## src/sorted_priority_queue_core_macros.svh

```systemverilog
// Assertion helpers, clocked on clk_i and disabled during reset.
`ifndef SORTED_PRIORITY_QUEUE_CORE_MACROS_SVH
`define SORTED_PRIORITY_QUEUE_CORE_MACROS_SVH

// Consequent holds in the same cycle.
`define SPQ_ASSERT_SAME(lbl, ante, cons) \
  lbl: assert property (@(posedge clk_i) disable iff (!rst_ni) (ante) |-> (cons)) \
    else $error("spq assertion failed");

// Consequent holds in the next cycle.
`define SPQ_ASSERT_NEXT(lbl, ante, cons) \
  lbl: assert property (@(posedge clk_i) disable iff (!rst_ni) (ante) |=> (cons)) \
    else $error("spq assertion failed");

`endif

```

## src/spq_pkg.sv

```systemverilog
package spq_pkg;

  localparam int unsigned DATA_W       = 32;
  localparam int unsigned OCC_W        = 5;
  localparam int unsigned CAPACITY_DEF = 16;

  localparam logic REQ_ENQ = 1'b0;
  localparam logic REQ_DEQ = 1'b1;

  typedef enum logic [1:0] {
    STAT_OK    = 2'd0,
    STAT_EMPTY = 2'd1,
    STAT_FULL  = 2'd2
  } spq_status_e;

  typedef enum logic [2:0] {
    ST_IDLE,
    ST_ENQ_RD,
    ST_ENQ_CMP,
    ST_ENQ_WR,
    ST_DEQ_RD,
    ST_DEQ_DATA,
    ST_DONE
  } spq_state_e;

  // Result handed from the sequencer to the output register.
  typedef struct packed {
    logic                     done;
    logic signed [DATA_W-1:0] value;
    spq_status_e              status;
    logic [OCC_W-1:0]         occupancy;
  } spq_res_t;

endpackage

```

## src/spq_mem.sv

```systemverilog
module spq_mem #(
  parameter int unsigned DEPTH = 16,
  parameter int unsigned AW    = $clog2(DEPTH)
) (
  input  logic                             clk_i,
  input  logic                             we_i,
  input  logic [AW-1:0]                    waddr_i,
  input  logic signed [spq_pkg::DATA_W-1:0] wdata_i,
  input  logic [AW-1:0]                    raddr_i,
  output logic signed [spq_pkg::DATA_W-1:0] rdata_o
);
  import spq_pkg::*;

  logic signed [DATA_W-1:0] mem [DEPTH];
  logic signed [DATA_W-1:0] rdata_q;

  always_ff @(posedge clk_i) begin
    if (we_i) begin
      mem[waddr_i] <= wdata_i;
    end
    rdata_q <= mem[raddr_i];
  end

  assign rdata_o = rdata_q;

endmodule

```

## src/spq_ctrl.sv

```systemverilog
module spq_ctrl #(
  parameter int unsigned CAPACITY = 16,
  parameter int unsigned AW       = $clog2(CAPACITY),
  parameter int unsigned CW       = $clog2(CAPACITY + 1)
) (
  input  logic                              clk_i,
  input  logic                              rst_ni,
  input  logic                              in_valid_i,
  output logic                              in_stall_o,
  input  logic                              req_type_i,
  input  logic signed [spq_pkg::DATA_W-1:0] in_value_i,
  input  logic                              out_ready_i,
  output spq_pkg::spq_res_t                 res_o,
  output logic                              mem_we_o,
  output logic [AW-1:0]                     mem_waddr_o,
  output logic signed [spq_pkg::DATA_W-1:0] mem_wdata_o,
  output logic [AW-1:0]                     mem_raddr_o,
  input  logic signed [spq_pkg::DATA_W-1:0] mem_rdata_i
);
  import spq_pkg::*;

  spq_state_e               state_q, state_d;
  logic signed [DATA_W-1:0] val_q, val_d;
  logic signed [DATA_W-1:0] value_q, value_d;
  spq_status_e              status_q, status_d;
  logic [CW-1:0]            count_q, count_d;
  logic [CW-1:0]            idx_q, idx_d;
  logic [AW-1:0]            head_q, head_d;

  logic          accept;
  logic          full;
  logic          empty;
  logic          less;
  logic [CW-1:0] roff;
  logic [CW:0]   rsum;
  logic [CW:0]   wsum;

  assign accept = in_valid_i && (state_q == ST_IDLE);
  assign full   = (count_q == CW'(CAPACITY));
  assign empty  = (count_q == '0);
  // Shared comparator: stored entry against the value being inserted.
  assign less   = (mem_rdata_i < val_q);

  // Next state.
  always_comb begin
    state_d = state_q;
    case (state_q)
      ST_IDLE: begin
        if (in_valid_i) begin
          if (req_type_i == REQ_ENQ) begin
            if (full) state_d = ST_DONE;
            else if (empty) state_d = ST_ENQ_WR;
            else state_d = ST_ENQ_RD;
          end else begin
            if (empty) state_d = ST_DONE;
            else state_d = ST_DEQ_RD;
          end
        end
      end
      ST_ENQ_RD:   state_d = ST_ENQ_CMP;
      ST_ENQ_CMP: begin
        if (less || (idx_q == CW'(1))) state_d = ST_ENQ_WR;
      end
      ST_ENQ_WR:   state_d = ST_DONE;
      ST_DEQ_RD:   state_d = ST_DEQ_DATA;
      ST_DEQ_DATA: state_d = ST_DONE;
      ST_DONE: begin
        if (out_ready_i) state_d = ST_IDLE;
      end
      default:     state_d = ST_IDLE;
    endcase
  end

  // Memory port control.
  always_comb begin
    mem_we_o    = 1'b0;
    mem_wdata_o = val_q;
    roff        = '0;
    case (state_q)
      ST_ENQ_RD: roff = idx_q - CW'(1);
      ST_ENQ_CMP: begin
        // Shift the entry up one slot and fetch the one below it.
        if (!less) begin
          mem_we_o    = 1'b1;
          mem_wdata_o = mem_rdata_i;
          if (idx_q > CW'(1)) roff = idx_q - CW'(2);
        end
      end
      ST_ENQ_WR: mem_we_o = 1'b1;
      default: ;
    endcase
  end

  // Logical position to physical slot of the ring.
  always_comb begin
    rsum = (CW+1)'(head_q) + (CW+1)'(roff);
    if (rsum >= (CW+1)'(CAPACITY)) rsum = rsum - (CW+1)'(CAPACITY);
    wsum = (CW+1)'(head_q) + (CW+1)'(idx_q);
    if (wsum >= (CW+1)'(CAPACITY)) wsum = wsum - (CW+1)'(CAPACITY);
  end

  assign mem_raddr_o = AW'(rsum);
  assign mem_waddr_o = AW'(wsum);

  // Datapath updates.
  always_comb begin
    val_d    = val_q;
    value_d  = value_q;
    status_d = status_q;
    count_d  = count_q;
    idx_d    = idx_q;
    head_d   = head_q;
    case (state_q)
      ST_IDLE: begin
        if (accept) begin
          val_d    = in_value_i;
          value_d  = '0;
          idx_d    = count_q;
          status_d = STAT_OK;
          if (req_type_i == REQ_ENQ && full) status_d = STAT_FULL;
          if (req_type_i == REQ_DEQ && empty) status_d = STAT_EMPTY;
        end
      end
      ST_ENQ_CMP: begin
        if (!less) idx_d = idx_q - CW'(1);
      end
      ST_ENQ_WR: count_d = count_q + CW'(1);
      ST_DEQ_DATA: begin
        value_d = mem_rdata_i;
        count_d = count_q - CW'(1);
        head_d  = (head_q == AW'(CAPACITY - 1)) ? '0 : head_q + AW'(1);
      end
      default: ;
    endcase
  end

  always_ff @(posedge clk_i or negedge rst_ni) begin
    if (!rst_ni) begin
      state_q <= ST_IDLE;
      count_q <= '0;
      head_q  <= '0;
    end else begin
      state_q <= state_d;
      count_q <= count_d;
      head_q  <= head_d;
    end
  end

  always_ff @(posedge clk_i) begin
    val_q    <= val_d;
    value_q  <= value_d;
    status_q <= status_d;
    idx_q    <= idx_d;
  end

  assign in_stall_o      = (state_q != ST_IDLE);
  assign res_o.done      = (state_q == ST_DONE) && out_ready_i;
  assign res_o.value     = value_q;
  assign res_o.status    = status_q;
  assign res_o.occupancy = OCC_W'(count_q);

endmodule

```

## src/sorted_priority_queue_core.sv

```systemverilog
// Bounded min-priority queue of signed 32-bit values, kept sorted in a ring
// buffer memory with one write and one registered read port. Every request
// answers with one word: value, status and occupancy after the request. A
// dequeue reads the head entry, takes its data and waits in the done state
// until the output register is free. An enqueue reads the tail entry: a
// single comparator walks down from the tail one entry per cycle while each
// entry not smaller than the new one moves up a slot, until a smaller entry
// is found or the head has been passed; then the new value is written. One
// into an empty queue writes at once. A dequeue from an empty queue or an
// enqueue into a full one goes straight to the done state. The result word
// enters the output register as the block returns to idle. Ties go ahead
// of equal stored values. The input stalls until the result has been moved
// into the output register.
`include "sorted_priority_queue_core_macros.svh"

module sorted_priority_queue_core #(
  parameter int unsigned CAPACITY = spq_pkg::CAPACITY_DEF
) (
  input  logic                               clk_i,
  input  logic                               rst_ni,
  input  logic                               in_valid_i,
  output logic                               in_stall_o,
  input  logic                               req_type_i,
  input  logic signed [spq_pkg::DATA_W-1:0]  in_value_i,
  output logic                               out_valid_o,
  input  logic                               out_stall_i,
  output logic signed [spq_pkg::DATA_W-1:0]  out_value_o,
  output logic [1:0]                         status_o,
  output logic [spq_pkg::OCC_W-1:0]          occupancy_o
);
  import spq_pkg::*;

  localparam int unsigned AW = (CAPACITY > 1) ? $clog2(CAPACITY) : 1;
  localparam int unsigned CW = $clog2(CAPACITY + 1);

  spq_res_t                 res;
  logic                     out_ready;
  logic                     mem_we;
  logic [AW-1:0]            mem_waddr;
  logic [AW-1:0]            mem_raddr;
  logic signed [DATA_W-1:0] mem_wdata;
  logic signed [DATA_W-1:0] mem_rdata;

  logic                     out_valid_q, out_valid_d;
  logic signed [DATA_W-1:0] out_value_q;
  logic [1:0]               status_q;
  logic [OCC_W-1:0]         occ_q;

  spq_ctrl #(
    .CAPACITY (CAPACITY),
    .AW       (AW),
    .CW       (CW)
  ) u_ctrl (
    .clk_i       (clk_i),
    .rst_ni      (rst_ni),
    .in_valid_i  (in_valid_i),
    .in_stall_o  (in_stall_o),
    .req_type_i  (req_type_i),
    .in_value_i  (in_value_i),
    .out_ready_i (out_ready),
    .res_o       (res),
    .mem_we_o    (mem_we),
    .mem_waddr_o (mem_waddr),
    .mem_wdata_o (mem_wdata),
    .mem_raddr_o (mem_raddr),
    .mem_rdata_i (mem_rdata)
  );

  spq_mem #(
    .DEPTH (CAPACITY),
    .AW    (AW)
  ) u_mem (
    .clk_i   (clk_i),
    .we_i    (mem_we),
    .waddr_i (mem_waddr),
    .wdata_i (mem_wdata),
    .raddr_i (mem_raddr),
    .rdata_o (mem_rdata)
  );

  // Output register frees up when empty or when its word is taken.
  assign out_ready = !out_valid_q || !out_stall_i;

  always_comb begin
    out_valid_d = out_valid_q;
    if (res.done) out_valid_d = 1'b1;
    else if (out_valid_q && !out_stall_i) out_valid_d = 1'b0;
  end

  always_ff @(posedge clk_i or negedge rst_ni) begin
    if (!rst_ni) begin
      out_valid_q <= 1'b0;
    end else begin
      out_valid_q <= out_valid_d;
    end
  end

  always_ff @(posedge clk_i) begin
    if (res.done) begin
      out_value_q <= res.value;
      status_q    <= res.status;
      occ_q       <= res.occupancy;
    end
  end

  assign out_valid_o = out_valid_q;
  assign out_value_o = out_value_q;
  assign status_o    = status_q;
  assign occupancy_o = occ_q;

  `SPQ_ASSERT_NEXT(a_busy_after_accept, in_valid_i && !in_stall_o, in_stall_o)
  `SPQ_ASSERT_SAME(a_err_value_zero, out_valid_o && status_o != STAT_OK, out_value_o == '0)
  `SPQ_ASSERT_SAME(a_full_occupancy, out_valid_o && status_o == STAT_FULL, occupancy_o == OCC_W'(CAPACITY))
  `SPQ_ASSERT_SAME(a_empty_occupancy, out_valid_o && status_o == STAT_EMPTY, occupancy_o == '0)

endmodule

```

## config.mk

```make
export PLATFORM = sky130hd
export DESIGN_NAME = sorted_priority_queue_core
export DESIGN_NICKNAME = d
export VERILOG_FILES = /design/src/spq_pkg.sv /design/src/spq_mem.sv /design/src/spq_ctrl.sv /design/src/sorted_priority_queue_core.sv
export VERILOG_INCLUDE_DIRS = /design/src /design/src/src
export SDC_FILE = /design/constraint.sdc
export NUM_CORES = 1
export LEC_CHECK = 0
export BUFFER_PORTS_ARGS = -buffer_cell sky130_fd_sc_hd__buf_2
export CAP_MARGIN = 15
export CORE_ASPECT_RATIO = 0.9
export CORE_UTILIZATION = 55
export DETAILED_ROUTE_END_ITERATION = 8
export PLACE_DENSITY = 0.75
export SKIP_LAST_GASP = 1
export SYNTH_ARGS = -nofsm -noshare
export SYNTH_HDL_FRONTEND = slang
export SYNTH_SLANG_ARGS = --single-unit
```

## constraint.sdc

```tcl
create_clock -name clk_i -period 4.85 [get_ports clk_i]
set_clock_uncertainty 0.2 [all_clocks]
set_input_delay 0.2425 -clock clk_i [delete_from_list [all_inputs] [get_ports clk_i]]
set_output_delay 0.2425 -clock clk_i [all_outputs]
set_load 0.03 [all_outputs]
```

==> results.cfg, run 1 <==
[synth]
synthesis.nets = 1358
yosysTopAreaCell = edfxtp_1
synth-edff-count = 622
synth_ff_type = edfxtp_1
synth_top_area_share_pct = 71.63
synth_compound_area_share_pct = 1.535
syn_avg_cell_area_sq_um = 20.48
yosys.area_share.simple_pct = 2.452
synth.area.top_cells = edfxtp_1, mux4_2, mux2i_1
synth_top_family_by_area = multiplexers
synthesis.area_sq_um = 26080
yosys_warnings = 0
synthAdderAreaFrac_pct = 2.390
ys_types = 49
ys_seq_area_share_pct = 75.33
synth-seq-cells = 667
synthMuxAreaShare_pct = 16.24
synth_xor_area_share_pct = 0.5998
synthArstFlopShare_pct = 1.949
netlist_instances = 1273

[clock_network]
cts_buffer_depth = 3
insertion_delay_ns = 0.59
cts.sinks = 667
cts_tree = yes
cts-root-buf = clkbuf_16
clk_pin_slew_ns = 0.06
htree_levels = 3
numCtsBuffers = 66

[job]
maxCapViolCount = 0

[final_layout]
fin_cells = 2116
final_nets = 1535
finish.utilization_pct = 64.89
final_area_sq_um = 30330
diodes = 0
drive_gt1_share_pct = 28.20
syn2layout_area_growth_pct = 16.29

[timing]
fmax_mhz = 212.5
hold_viol = 0
tns_ns = 0
fin_ws_ns = 0.1451
post-route-min-period_ns = 4.705
drv_slew = 0
setup_viol = 0
slew_headroom_pct = 31.15
worst_pin_slew_ns = 1.023
fin_crit_sh_pct = 97.01

[global_routing]
antenna_found_initial = 0
grt_pass1_wl_um = 84690
grt_max_degree = 47
track_usage_pct = 24.52
grt.overflow.total = 0
grt_pass1_vias = 13200

[floorplan]
die_height_um = 208.6
rows = 75
core_sq_um = 46730
dieArea_sq_um = 48290
initial_core_util_pct = 55.80
die_w_um = 231.5
ios = 78

[placed_design]
place_hpwl_um = 31010
place_ws_ns = -0.04811
dpl_cell_area_sq_um = 27780
dp.cells = 1960
gp_congestion = 0.7947
numPortBuffers = 77

[power]
power_density_nw_per_um2 = 714.6
vdd_drop_max_mv = 0.7426
p_leak_nw = 10.33

[worst_setup_path]
slowest_delay_ns = 0.69
cp.arrival_ns = 4.97
cp_common_cell = mux2i_1
worstSetupStartpointType = flip-flop
crit_path_max_fanout = 40
worstSetupEndpointType = flip-flop
path_cells = inv_1 -> ha_2 -> nand4_1 -> nor3_4 -> nand3_4 -> a31oi_4 -> o21a_2 -> o21ai_4 -> or2_2 -> mux2i_2 -> ha_4 -> fa_4 -> buf_12 -> mux4_2 -> mux2i_1 -> mux2i_1
slowest_stage = fa_4
cp.required_ns = 5.11
crit_type = reg -> reg

[drt]
vias = 12980
viasPerCell = 6.135
dr.first_iter.drc_count = 1339
dr.pass1.iters = 5
ant_nets = 0
wirelength_um = 57110
drc_errors = 0
avgRoutedWirePerCell_um = 26.99

[status]
status = completed

[hold_path]
worstHoldPathType = in -> reg
[area by class of cell]
type	instances	area, sq um
sequential	667	19640
fill	3028	16410
multi-input combinational	512	6330
clock buffer	89	1809
timing repair buffer	162	1345
tap	616	770.7
clock inverter	29	272.8
inverter	41	153.9
[synth_stat cells, types with 10 or more instances]
master      n
clkbuf_1   38
edfxtp_1  622
buf_1      10
mux2_2     33
mux4_2    128
ha_1       45
o21ai_0    15
dfxtp_1    32
dfrtp_1    13
a21oi_1    26
and3_1     32
nand2_1    30
inv_1      41
mux2i_1    98
nor2_1     34
xnor2_1    10
[final timing paths]
path / start / to / slack [ns] / cells after the start
max: u_ctrl.val_q[31] / u_mem.rdata_o[21] / 0.15 / 16
max in group asynchronous: rst_ni / u_ctrl.state_q[1] / 3.52 / 3
max reg2reg: u_ctrl.val_q[31] / u_mem.rdata_o[21] / 0.15 / 16
min in group asynchronous: rst_ni / u_ctrl.head_q[2] / 0.54 / 3
min reg2reg: u_ctrl.status_q[0] / status_o[0] / 0.22 / 0
min: in_value_i[17] / u_ctrl.val_q[17] / 0.16 / 2
[layout by cell type, fill, tap and decap left out, types with 4 or more instances in the layout]
master	Yosys	routed
nand2_1	30	30
mux2_2	33	33
dfrtp_1	13	13
inv_1	41	41
xnor2_1	10	10
dfxtp_1	32	32
clkbuf_1	38	17
mux4_2	128	128
xor2_1	6	4
clkbuf_16	0	67
nor2_1	34	17
buf_12	0	18
o21ai_0	15	14
ha_1	45	43
clkinv_1	0	5
clkinv_8	0	4
mux2i_1	98	97
and3_1	32	32
a21oi_1	26	26
clkinv_2	0	13
nor2_4	0	17
clkbuf_8	0	5
buf_2	2	77
a21o_1	5	5
buf_4	0	29
dlygate4sd3_1	0	37
edfxtp_1	622	622
[layer usage]
layer | vias to the layer above | track usage (%) | wire [um]
met5 | - | 0 | 0
met4 | 0 | 8.175 | 1606
met3 | 103 | 4.770 | 4584
met2 | 626 | 38.10 | 27170
met1 | 6746 | 35.21 | 23750
li1 | 5507 | - | -
[what timing repair did]
| action | CTS | global route |
|---|---|---|
| hold buffers | 37 | 0 |
| pin swaps | 0 | 6 |
| hold endpoints to repair | 51 | 0 |
| setup buffers | 0 | 1 |
| endpoints found under the setup margin | 10 | 32 |
| gates resized for setup | 3 | 11 |
[through the flow]
| stage | total power [mW] | hold WS (ns) |
|---|---|---|
| after global placement | 16.58 | -0.05328 |
| after detailed placement | 16.79 | -0.05065 |
| after CTS | 21.76 | 0.1308 |
| final | 21.67 | 0.1579 |
| after floorplan | 14.20 | -0.2531 |
| after global routing | 22.66 | 0.1501 |
[worst max-delay path, delay by kind of cell (launching register included)]
family | cells | cell delay, ns
AO/OA/AOI/OAI | 3 | 0.55
adder cells (fa/ha/maj) | 3 | 1.25
buffers and inverters | 2 | 0.28
flip-flops | 1 | 0.35
multiplexers | 4 | 0.85
AND/OR/NAND/NOR | 4 | 1.06
[state kept, by name, indices dropped and copies added (netlist names), 3 cells and up]
name and count:
occupancy_o 5, out_value_o 32, u_ctrl.count_q 5, u_ctrl.head_q 4, u_ctrl.idx_q 5, u_ctrl.state_q 3
u_ctrl.val_q 32, u_ctrl.value_q 32, u_mem.mem 512, u_mem.rdata_o 32
[power by group]
| part | internal, mW | total, mW | switching [mW] |
|---|---|---|---|
| sequential | 7.71 | 8.16 | 0.450 |
| clock | 2.80 | 4.90 | 2.10 |
| combinational | 3.88 | 8.61 | 4.73 |
| total | 14.4 | 21.7 | 7.28 |
[kinds of logic (layout without fill, tap and decap cells)]
group,after synthesis,in the layout
AOI/OAI and AO/OA,62,62
buffers and inverters,94,321
xor gates and xnor gates,17,17
and+or+nand+nor,126,126
DFF,667,667
adders and majority gates,48,48
muxes,259,259
No activity file was read; power rests on OpenSTA's default activity.
==> run 2, diff against run 1 <==
CORE_MARGIN = 4   (was default)
CORE_UTILIZATION = 62   (was 55)
PLACE_DENSITY = 0.82   (was 0.75)
==> results.cfg, run 2 (same netlist as run 1, synthesis figures left out) <==
[status]
status = completed

[floorplan]
ios = 78
rows = 71
initial_core_util_pct = 62.59
die_w_um = 224.2
dieArea_sq_um = 45410
core_sq_um = 41660
die_height_um = 202.6

[worst_setup_path]
slowest_stage = fa_4
worstSetupStartpointType = flip-flop
cp.arrival_ns = 5.10
crit_path_max_fanout = 10
r2r-start = u_ctrl.val_q[27]
crit_type = reg -> reg
startpoint = u_ctrl.val_q[27]
slowest_delay_ns = 0.64
worstSetupEndpointType = flip-flop
cp.required_ns = 5.13
path_cells = inv_1 -> ha_1 -> nand2_2 -> nor2_1 -> a211oi_2 -> buf_4 -> o211ai_1 -> o21a_2 -> o21ai_4 -> or2_2 -> mux2i_4 -> ha_4 -> fa_4 -> buf_12 -> buf_16 -> mux4_2 -> mux2i_2 -> mux2i_1

[final_layout]
mostFrequentLayoutCell = edfxtp_1
final_nets = 1542
largest-register = u_mem.mem
diodes = 0
finish.utilization_pct = 73.11
final_cell_mix = edfxtp_1, mux4_2, mux2i_1
drive_gt1_share_pct = 28.43
final_area_sq_um = 30460
largest_reg_flops = 512
syn2layout_area_growth_pct = 16.81

[clock_network]
clk_pin_slew_ns = 0.07
cts_buffer_depth = 3
insertion_delay_ns = 0.63
numCtsBuffers = 60
cts_tree = yes
cts-root-buf = clkbuf_16
cts.sinks = 667
htree_levels = 2

[drt]
vias = 13530
wirelength_um = 60890
avgRoutedWirePerCell_um = 29.62
drc_errors = 0
dr.first_iter.drc_count = 1758
viasPerCell = 6.581
ant_nets = 0
dr.pass1.iters = 5

[global_routing]
grt_pass1_wl_um = 88410
grt_max_degree = 44
grt_pass1_vias = 13680
grt.overflow.total = 0
track_usage_pct = 26.51
antenna_found_initial = 0

[power]
power.switching_mw = 7.556
switching_share_pct = 33.84
power_density_nw_per_um2 = 733.2
p_leak_nw = 10.39
p_clk_share_pct = 21.9
power_frac_comb_pct = 41.4
p_seq_share_pct = 36.7
vdd_drop_max_mv = 0.5675
internal_power_mw = 14.78
power_mw = 22.33

[job]
maxCapViolCount = 0

[timing]
worst_pin_slew_ns = 0.9694
hold_viol = 0
slew_headroom_pct = 34.78
fmax_mhz = 207.3
fin_crit_sh_pct = 99.48
hold_ws_ns = 0.1241
drv_slew = 0
setup_viol = 0
fin_ws_ns = 0.02506
post-route-min-period_ns = 4.825

[placed_design]
gp_congestion = 0.8136
dpl_cell_area_sq_um = 27780
place_hpwl_um = 30130
place_ws_ns = -0.2818
numPortBuffers = 77

[hold_path]
hp-start = in_value_i[20]
worstHoldPathType = in -> reg
## run 2: power groups by stage
stage | registers (mW) | clock network [mW] | logic [mW]
2_1_floorplan | 8.22 | 0 | 5.97
4_1_cts | 8.17 | 4.93 | 8.96
3_5_place_dp | 8.27 | 0 | 8.59
3_3_place_gp | 8.22 | 0 | 8.34
5_1_grt | 8.26 | 5.22 | 9.83
6_report | 8.20 | 4.90 | 9.23
## run 2: worst paths after layout
kind | slack, ns | endpoint | cells past startpoint
max | 0.03 | u_mem.rdata_o[14] | 18
min | 0.12 | u_ctrl.val_q[20] | 2
max reg2reg | 0.03 | u_mem.rdata_o[14] | 18
min reg2reg | 0.22 | out_value_o[12] | 0
max in group asynchronous | 3.51 | u_ctrl.count_q[0] | 3
min in group asynchronous | 0.53 | u_ctrl.state_q[1] | 3
## run 2: layer usage
layer  GRT usage [%]  wire [um]  vias up
li1                -          -     5510
met1           37.14      22100     7005
met2           44.28      30920      884
met3           3.932       5898      132
met4           8.291       1977        0
met5               0          0        -
## run 2: repair_timing
| action | CTS | global route |
|---|---|---|
| resized for setup | 6 | 14 |
| cloned | 1 | 1 |
| hold buffers | 37 | 0 |
| pin swaps | 4 | 7 |
| endpoints found under the setup margin | 32 | 32 |
| setup buffers | 6 | 5 |
| hold endpoints to repair | 51 | 0 |
## run 2: layout make-up
class                      count  area (sq um)
clock buffer                  83          1638
tap                          547         684.4
clock inverter                31         411.6
multi-input combinational    512          6345
timing repair buffer         175          1583
inverter                      41         153.9
sequential                   667         19640
fill                        2213         11200
## run 2: stage by stage
| step | setup TNS, ns | std cells |
|---|---|---|
| floorplan | 0 | 1273 |
| global placement | -4.804 | 1892 |
| detailed placement | -7.115 | 1892 |
| CTS | 0 | 2050 |
| global route | -2.754 | 2056 |
| finish | 0 | 2056 |
## run 2: critical path: cells and delay by family (launching register included)
family                   cells  cell delay, ns
adder cells (fa/ha/maj)      3            1.13
AO/OA/AOI/OAI                4            0.90
multiplexers                 4            0.83
AND/OR/NAND/NOR              3            0.67
buffers and inverters        4            0.54
flip-flops                   1            0.37
